<file path="config.mk">
export PLATFORM = sky130hd
export DESIGN_NAME = bresenham_line_rasterizer_unit
export DESIGN_NICKNAME = d
export VERILOG_FILES = /design/src/rtl/blr_pkg.sv /design/src/rtl/bresenham_line_rasterizer_unit.sv /design/src/rtl/blr_ctrl.sv /design/src/rtl/blr_datapath.sv
export VERILOG_INCLUDE_DIRS = /design/src /design/src/rtl
export SDC_FILE = /design/constraint.sdc
export NUM_CORES = 1
export LEC_CHECK = 0
export BUFFER_PORTS_ARGS = -buffer_cell sky130_fd_sc_hd__buf_2
export CAP_MARGIN = 30
export CORE_MARGIN = 1.5
export CORE_UTILIZATION = 25
export CTS_CLUSTER_DIAMETER = 80
export DETAILED_ROUTE_END_ITERATION = 7
export SLEW_MARGIN = 40
export SYNTH_ARGS = -nofsm -noshare
export SYNTH_HDL_FRONTEND = slang
export SYNTH_SLANG_ARGS = --single-unit
</file>
<file path="constraint.sdc">
create_clock -name clk -period 8.21 [get_ports clk]
set_input_delay 0.821 -clock clk [delete_from_list [all_inputs] [get_ports clk]]
set_output_delay 0.821 -clock clk [all_outputs]
set_load 0.03 [all_outputs]
</file>
<file path="src/rtl/bresenham_line_rasterizer_unit_assert.svh">
// Assertion macros shared by the line rasterizer modules.
// No dependencies; define ASSERT_OFF to compile the assertions out.
`ifndef BRESENHAM_LINE_RASTERIZER_UNIT_ASSERT_SVH
`define BRESENHAM_LINE_RASTERIZER_UNIT_ASSERT_SVH

`ifndef ASSERT_OFF
`define BLR_ASSERT(lbl, clk, rst_n, prop) \
  lbl: assert property (@(posedge clk) disable iff (!rst_n) prop) \
    else $error("blr assertion failed");
`define BLR_ASSERT_ALWAYS(lbl, clk, prop) \
  lbl: assert property (@(posedge clk) prop) \
    else $error("blr assertion failed");
`else
`define BLR_ASSERT(lbl, clk, rst_n, prop)
`define BLR_ASSERT_ALWAYS(lbl, clk, prop)
`endif

`endif

</file>
<file path="src/rtl/blr_pkg.sv">
// Package for the line rasterizer: payload structs, register indexes,
// controller state type and command/status structs. No dependencies.
package blr_pkg;

  localparam int DEF_MAX_WIDTH  = 64;
  localparam int DEF_MAX_HEIGHT = 64;
  localparam int COORD_W        = 6;
  localparam int CANVAS_W       = 7;
  localparam int RGB_W          = 24;
  localparam int CFG_IDX_W      = 2;
  localparam logic [CANVAS_W-1:0] CANVAS_RESET = 7'd64;

  localparam logic [CFG_IDX_W-1:0] CFG_IDX_WIDTH  = 2'd0;
  localparam logic [CFG_IDX_W-1:0] CFG_IDX_HEIGHT = 2'd1;

  typedef struct packed {
    logic [COORD_W-1:0] start_x;
    logic [COORD_W-1:0] start_y;
    logic [COORD_W-1:0] end_x;
    logic [COORD_W-1:0] end_y;
    logic [RGB_W-1:0]   line_rgb;
  } in_item_t;

  typedef struct packed {
    logic [COORD_W-1:0] pixel_x;
    logic [COORD_W-1:0] pixel_y;
    logic [RGB_W-1:0]   pixel_color;
    logic               last_pixel;
    logic               rejected;
  } out_item_t;

  typedef enum logic [1:0] {
    ST_IDLE,
    ST_CHECK,
    ST_DRAW,
    ST_REJECT
  } blr_state_t;

  typedef struct packed {
    logic load;
    logic init;
    logic emit_pix;
    logic emit_rej;
  } blr_cmd_t;

  typedef struct packed {
    logic in_canvas;
    logic last;
    logic slot_free;
  } blr_sts_t;

endpackage

</file>
<file path="src/rtl/bresenham_line_rasterizer_unit.sv">
// Bresenham line rasterizer, top level: controller plus datapath.
// Commands are loaded in ST_IDLE, checked in ST_CHECK, then drawn in ST_DRAW
// or rejected in ST_REJECT. A command of n = max(|dx|,|dy|)+1 pixels gets one
// pixel per cycle from the stepping loop, fewer when the output stalls; no new
// command is taken before its last item. rst_n is synchronous, active low; it
// sets both canvas registers to 64 and idles the controller.
module bresenham_line_rasterizer_unit #(
  parameter int MAX_WIDTH  = blr_pkg::DEF_MAX_WIDTH,
  parameter int MAX_HEIGHT = blr_pkg::DEF_MAX_HEIGHT
) (
  input  logic                          clk,
  input  logic                          rst_n,
  input  logic                          in_valid,
  output logic                          in_ready,
  input  blr_pkg::in_item_t             in_data,
  output logic                          out_valid,
  input  logic                          out_ready,
  output blr_pkg::out_item_t            out_data,
  input  logic                          cfg_valid,
  output logic                          cfg_ready,
  input  logic [blr_pkg::CFG_IDX_W-1:0] cfg_index,
  input  logic [blr_pkg::CANVAS_W-1:0]  cfg_data
);
  import blr_pkg::*;

  blr_cmd_t cmd;
  blr_sts_t sts;

  assign cfg_ready = 1'b1;

  blr_ctrl u_ctrl (
    .clk      (clk),
    .rst_n    (rst_n),
    .in_valid (in_valid),
    .in_ready (in_ready),
    .sts      (sts),
    .cmd      (cmd)
  );

  blr_datapath #(
    .MAX_WIDTH  (MAX_WIDTH),
    .MAX_HEIGHT (MAX_HEIGHT)
  ) u_datapath (
    .clk       (clk),
    .rst_n     (rst_n),
    .in_data   (in_data),
    .cfg_valid (cfg_valid),
    .cfg_index (cfg_index),
    .cfg_data  (cfg_data),
    .cmd       (cmd),
    .sts       (sts),
    .out_valid (out_valid),
    .out_ready (out_ready),
    .out_data  (out_data)
  );

endmodule

</file>
<file path="src/rtl/blr_ctrl.sv">
// Controller state machine for the line rasterizer.
// Depends on blr_pkg and the assertion macro header.
`include "bresenham_line_rasterizer_unit_assert.svh"

module blr_ctrl (
  input  logic              clk,
  input  logic              rst_n,
  input  logic              in_valid,
  output logic              in_ready,
  input  blr_pkg::blr_sts_t sts,
  output blr_pkg::blr_cmd_t cmd
);
  import blr_pkg::*;

  blr_state_t state_r, state_nxt;

  always_ff @(posedge clk) begin
    if (!rst_n) begin
      state_r <= ST_IDLE;
    end else begin
      state_r <= state_nxt;
    end
  end

  always_comb begin
    state_nxt = state_r;
    case (state_r)
      ST_IDLE: begin
        if (in_valid) state_nxt = ST_CHECK;
      end
      ST_CHECK: begin
        state_nxt = sts.in_canvas ? ST_DRAW : ST_REJECT;
      end
      ST_DRAW: begin
        if (sts.slot_free && sts.last) state_nxt = ST_IDLE;
      end
      ST_REJECT: begin
        if (sts.slot_free) state_nxt = ST_IDLE;
      end
      default: state_nxt = ST_IDLE;
    endcase
  end

  always_comb begin
    in_ready     = 1'b0;
    cmd          = '0;
    case (state_r)
      ST_IDLE: begin
        in_ready = 1'b1;
        cmd.load = in_valid;
      end
      ST_CHECK: begin
        cmd.init = sts.in_canvas;
      end
      ST_DRAW: begin
        cmd.emit_pix = sts.slot_free;
      end
      ST_REJECT: begin
        cmd.emit_rej = sts.slot_free;
      end
      default: begin
        in_ready = 1'b0;
      end
    endcase
  end

  `BLR_ASSERT(a_idle_no_emit, clk, rst_n, in_ready |-> !(cmd.emit_pix || cmd.emit_rej))
  `BLR_ASSERT(a_rej_to_idle, clk, rst_n, cmd.emit_rej |=> in_ready)
  `BLR_ASSERT(a_last_to_idle, clk, rst_n, (cmd.emit_pix && sts.last) |=> in_ready)

endmodule

</file>
<file path="src/rtl/blr_datapath.sv">
// Datapath for the line rasterizer: canvas registers, endpoint check,
// Bresenham stepping and the output register. Depends on blr_pkg and the assertion macro header.
`include "bresenham_line_rasterizer_unit_assert.svh"

module blr_datapath #(
  parameter int MAX_WIDTH  = blr_pkg::DEF_MAX_WIDTH,
  parameter int MAX_HEIGHT = blr_pkg::DEF_MAX_HEIGHT
) (
  input  logic                             clk,
  input  logic                             rst_n,
  input  blr_pkg::in_item_t                in_data,
  input  logic                             cfg_valid,
  input  logic [blr_pkg::CFG_IDX_W-1:0]    cfg_index,
  input  logic [blr_pkg::CANVAS_W-1:0]     cfg_data,
  input  blr_pkg::blr_cmd_t                cmd,
  output blr_pkg::blr_sts_t                sts,
  output logic                             out_valid,
  input  logic                             out_ready,
  output blr_pkg::out_item_t               out_data
);
  import blr_pkg::*;

  localparam logic [CANVAS_W-1:0] MAX_W = CANVAS_W'(MAX_WIDTH);
  localparam logic [CANVAS_W-1:0] MAX_H = CANVAS_W'(MAX_HEIGHT);

  logic [CANVAS_W-1:0] canvas_width_r, canvas_height_r;
  logic [COORD_W-1:0]  x0_r, y0_r, x1_r, y1_r;
  logic [RGB_W-1:0]    color_r;
  logic [COORD_W-1:0]  x_r, y_r, cnt_r;
  logic signed [8:0]   err_r, dmin2_r, dmaj2_r;
  logic                sx_neg_r, sy_neg_r, xmaj_r;
  logic                out_valid_r;
  out_item_t           out_data_r;

  logic [CANVAS_W-1:0] wl, hl;
  logic [COORD_W:0]    dxs, dys, dx_negd, dy_negd;
  logic [COORD_W-1:0]  dx_abs, dy_abs, dmaj, dmin;
  logic signed [8:0]   dmin2, dmaj2, err_init, err_nxt;
  logic                err_pos, step_x, step_y;
  logic [COORD_W-1:0]  x_nxt, y_nxt;

  always_ff @(posedge clk) begin
    if (!rst_n) begin
      canvas_width_r  <= CANVAS_RESET;
      canvas_height_r <= CANVAS_RESET;
    end else if (cfg_valid) begin
      if (cfg_index == CFG_IDX_WIDTH)  canvas_width_r  <= cfg_data;
      if (cfg_index == CFG_IDX_HEIGHT) canvas_height_r <= cfg_data;
    end
  end

  assign wl = (canvas_width_r < MAX_W) ? canvas_width_r : MAX_W;
  assign hl = (canvas_height_r < MAX_H) ? canvas_height_r : MAX_H;

  assign sts.in_canvas = ({1'b0, x0_r} < wl) && ({1'b0, x1_r} < wl) &&
                         ({1'b0, y0_r} < hl) && ({1'b0, y1_r} < hl);
  assign sts.last      = (cnt_r == '0);
  assign sts.slot_free = !out_valid_r || out_ready;

  assign dxs     = {1'b0, x1_r} - {1'b0, x0_r};
  assign dys     = {1'b0, y1_r} - {1'b0, y0_r};
  assign dx_negd = '0 - dxs;
  assign dy_negd = '0 - dys;
  assign dx_abs  = dxs[COORD_W] ? dx_negd[COORD_W-1:0] : dxs[COORD_W-1:0];
  assign dy_abs  = dys[COORD_W] ? dy_negd[COORD_W-1:0] : dys[COORD_W-1:0];
  assign dmaj    = (dx_abs >= dy_abs) ? dx_abs : dy_abs;
  assign dmin    = (dx_abs >= dy_abs) ? dy_abs : dx_abs;
  assign dmin2    = $signed({2'b00, dmin, 1'b0});
  assign dmaj2    = $signed({2'b00, dmaj, 1'b0});
  assign err_init = dmin2 - $signed({3'b000, dmaj});

  assign err_pos = (err_r > 9'sd0);
  assign err_nxt = err_pos ? (err_r + dmin2_r - dmaj2_r) : (err_r + dmin2_r);
  assign step_x  = xmaj_r || err_pos;
  assign step_y  = !xmaj_r || err_pos;
  assign x_nxt   = sx_neg_r ? (x_r - 6'd1) : (x_r + 6'd1);
  assign y_nxt   = sy_neg_r ? (y_r - 6'd1) : (y_r + 6'd1);

  always_ff @(posedge clk) begin
    if (cmd.load) begin
      x0_r    <= in_data.start_x;
      y0_r    <= in_data.start_y;
      x1_r    <= in_data.end_x;
      y1_r    <= in_data.end_y;
      color_r <= in_data.line_rgb;
    end
    if (cmd.init) begin
      x_r      <= x0_r;
      y_r      <= y0_r;
      cnt_r    <= dmaj;
      err_r    <= err_init;
      dmin2_r  <= dmin2;
      dmaj2_r  <= dmaj2;
      sx_neg_r <= dxs[COORD_W];
      sy_neg_r <= dys[COORD_W];
      xmaj_r   <= (dx_abs >= dy_abs);
    end else if (cmd.emit_pix) begin
      if (step_x) x_r <= x_nxt;
      if (step_y) y_r <= y_nxt;
      cnt_r <= cnt_r - 6'd1;
      err_r <= err_nxt;
    end
  end

  always_ff @(posedge clk) begin
    if (!rst_n) begin
      out_valid_r <= 1'b0;
    end else if (cmd.emit_pix || cmd.emit_rej) begin
      out_valid_r <= 1'b1;
    end else if (out_ready) begin
      out_valid_r <= 1'b0;
    end
  end

  always_ff @(posedge clk) begin
    if (cmd.emit_pix) begin
      out_data_r.pixel_x     <= x_r;
      out_data_r.pixel_y     <= y_r;
      out_data_r.pixel_color <= color_r;
      out_data_r.last_pixel  <= (cnt_r == '0);
      out_data_r.rejected    <= 1'b0;
    end else if (cmd.emit_rej) begin
      out_data_r <= '{pixel_x: '0, pixel_y: '0, pixel_color: '0,
                      last_pixel: 1'b1, rejected: 1'b1};
    end
  end

  assign out_valid = out_valid_r;
  assign out_data  = out_data_r;

  `BLR_ASSERT(a_no_overwrite, clk, rst_n, (out_valid_r && !out_ready) |-> !(cmd.emit_pix || cmd.emit_rej))
  `BLR_ASSERT(a_emit_shows, clk, rst_n, (cmd.emit_pix || cmd.emit_rej) |=> out_valid_r)
  `BLR_ASSERT_ALWAYS(a_reset_clears, clk, !rst_n |=> !out_valid_r)

endmodule
</file>
==> results.md <==
- YS warnings: 0
- Layout Cells excl Fill: approximately 1200
- Antenna Nets Post-Route: 0
- Crit-path cells: ha_1, fa_1, nand2b_1, a21oi_2, a31oi_1, nor2b_1, xor2_1, ha_1, o21ai_0, o21bai_1, a21oi_1, inv_1, maj3_2, mux2_2, ha_1, a21o_1, or4_1, o2111a_1, or3_1, a31o_1
- Critical Path Fanout Max: 19
- PnR worst setup slack: 2400 ps
- Die area: 32100 um2
- Post-CTS sizing: 0
- Setup Crit Path Kind: reg2reg
- Pwr/cell area: roughly 370 nW/um2
- Yosys top cell by area: edfxtp_1
- Die Y: roughly 180 um
- # hold bufs at CTS: 0
- Max_cap viols: 0
- Hold Path Cell Cnt: 2
- Status: complete, no violations
- Die width: about 180 um
- DRC: 0
- Post-synth ARST share: 0%
- Buffers & Inverters on Critical Path: 1
- Drt wl/cell: approximately 14 um
- Synth Net Count: between 700 and 800
- Peak VDD IR: about 0.19 mV
- Setup Buffers After CTS: 0
- Hpwl dp: between 10000 and 15000 um
- Final Critical Period: about 5800 ps
- Crit path depth: 20
- Final wirelength: approximately 16000 um
- Syn_area_per_cell: 11.9 um2
- Vias/cell: between 4 and 5
- Layout Nets: between 800 and 900
- Relative slew slack: a little over half
- Largest net degree at the start of global routing: between 40 and 50
- Period utilisation layout: between 70% and 80%
- Worst path max stage delay: 510 ps
- Hold Vio Cnt, Final: 0
- Top cells by area, synth: edfxtp_1, ha_1, dfxtp_1
- Vias in the first global route: 4873
- EDFF count, synth: 127
- CTS tree: done
- Register area share after synthesis: between 50% and 60%
- Achievable frequency: about 170 MHz
- DR pass1 iterations: 4
- Max Slew Vio Count: 0
- Worst Path Required: ~8400 ps
- Crit end category: flop
- Clk_lat worst skew: roughly 420 ps
- Core area: roughly 30000 um2
- Synthesized cell area: 7750 um2
- First-pass GRT wire length: approximately 25000 um
- Grt total ovfl: 0
- Synth top area share: approximately half
- Synth cell types: 54
- Cells after Synth: 650
- Root buf cell: clkbuf_16
- Crit-path leading delay family: adder cells
- Worst clock skew: between 9 and 10 ps
- Reg2reg path depth: 20
- Crit path launch type: flop
- Max Root-Sink Buffers: 2
- Post-placement setup slack: about 2500 ps
- I/O pin total: slightly above 100
- Clock Pin Slew Worst Setup and Hold Paths: 60 ps
- Seq cells post-synth: ~150
- Total number of vias: ~5000
- Number of DRC markers in iteration 0: 382
- RSZ-0062 raised after global routing: false
- Gr busiest metal: met2
- Crit path DAT: around 6000 ps
- Worst Max-Slew Pin Slew: approximately 700 ps
- CTS Buf Count: 17
- Antenna violations before repair: 0
- Worst hold-check path type: reg2reg
- Post-synth top flop: edfxtp_1
- Met3 Track Usage GR: about 2.5%
- Most used cell, CP: ha_1
- Diodes inserted: 0
- Dpl cells: roughly 1100
- H-tree levels: 4
- Met2 Usage GRT: 15.6%
- Area Overhead vs Synth: 20.5%
- PortBufs: between 100 and 150
- Hold Slack: approximately 450 ps
- Clock sink count: between 100 and 150
- Initial core utilization: about a quarter
- Total GRT Usage: roughly a tenth
- Power Total: between 3 and 4 mW
- Setup TNS: 0 ps
- RD Place Congestion: roughly 0.8
- Critical Path Slowest Stage Cell: or4_1
- Met1 Use GR: roughly 15%
- Leak: between 3 and 4 nW
- Core Rows: 64
- # setup viols final: 0
- Share of cells above drive strength 1: 19.7%
synth_stat cells (7+ instances only):
master,count
a21oi_1,39
dfxtp_1,18
fa_1,7
a21o_1,16
nand2b_1,19
nor2b_1,25
inv_1,55
mux2i_1,26
o21ai_0,26
nor2_1,37
and2_1,36
xor2_1,22
clkbuf_1,13
nand2_1,30
xnor2_1,19
ha_1,65
edfxtp_1,127
worst register-to-register path, stage by stage (launching register included):
cell,delay [ps]
edfxtp_1,420
ha_1,230
fa_1,420
nand2b_1,180
a21oi_2,170
a31oi_1,260
nor2b_1,230
xor2_1,230
ha_1,280
o21ai_0,190
o21bai_1,80
a21oi_1,140
inv_1,70
maj3_2,460
mux2_2,370
ha_1,380
a21o_1,240
or4_1,510
o2111a_1,180
or3_1,310
a31o_1,230
per-stage QoR:
step / cell area, um2 / util [%]
3_3_place_gp: 8710 / 28.5
6_report: 9340 / 30.5
4_1_cts: 9340 / 30.5
2_1_floorplan: 7750 / -
3_5_place_dp: 8720 / 28.5
5_1_grt: 9340 / 30.5
routing by layer:
| layer | share of wire, % | vias up | routed length (um) |
|---|---|---|---|
| met5 | 0 | - | 0 |
| met4 | 0.86 | 0 | 140 |
| met3 | 5.1 | 11 | 835 |
| met2 | 44 | 102 | 7280 |
| met1 | 50 | 2313 | 8110 |
| li1 | - | 2518 | - |
flip-flops by register name, summed over array words and instances (netlist names):
signal and count:
u_datapath.out_data 38, u_datapath.color_r 24, u_datapath.err_r 9, u_datapath.canvas_height_r 7
u_datapath.canvas_width_r 7, u_datapath.cnt_r 6, u_datapath.dmaj2_r 6, u_datapath.dmin2_r 6
u_datapath.x0_r 6, u_datapath.x1_r 6, u_datapath.x_r 6, u_datapath.y0_r 6
u_datapath.y1_r 6, u_datapath.y_r 6, u_ctrl.state_r 2, u_datapath.out_valid 1
u_datapath.sx_neg_r 1, u_datapath.sy_neg_r 1, u_datapath.xmaj_r 1
logic make-up after synthesis:
kind of cell               count (synthesis)  synth area share [%]
and+or+nand+nor                          174                  12.0
DFF                                      145                  53.9
AOI/OAI and AO/OA                        115                  9.41
adders and majority gates                 73                  12.4
buffers and inverters                     71                  3.58
xor gates and xnor gates                  42                  4.84
muxes                                     29                  3.79
other                                      1                0.0484
power breakdown:
group	internal (mW)	switching (mW)	leakage [nW]
logic	0.672	0.917	2.16
registers	1.00	0.0657	1.35
clock network	0.488	0.333	0.302
total	2.16	1.32	3.81
layout make-up:
cell class	count	area, um2
fill	3115	21300
clock buffer	17	425
multi-input combinational	434	3310
timing repair buffer	105	536
inverter	55	206
tap	396	495
sequential	145	4170
clock inverter	15	193
path summary, 6_finish.rpt:
| kind | start | end | slack [ps] |
|---|---|---|---|
| setup / recovery | u_datapath.y0_r[0] | u_datapath.err_r[5] | 2400 |
| hold / removal | u_datapath.out_data[0] | u_datapath.out_data[0] | 450 |
| setup reg to reg | u_datapath.y0_r[0] | u_datapath.err_r[5] | 2400 |
| hold reg to reg | u_datapath.out_data[0] | u_datapath.out_data[0] | 450 |
cells in the final DEF, fill, tap and decap left out, types with 5 or more instances in the layout:
cell type / n
and2_1: 35
a21oi_1: 38
o21ai_0: 26
a21o_1: 16
inv_1: 55
nand2_1: 30
nor3_1: 6
fa_1: 7
inv_6: 5
buf_2: 101
nor2_1: 36
nor2b_1: 25
xnor2_1: 19
ha_1: 65
clkbuf_16: 17
mux2i_1: 26
o21bai_1: 6
dfxtp_1: 18
xor2_1: 22
edfxtp_1: 127
nand2b_1: 19
Note: power is estimated with default switching activity, not from simulation.
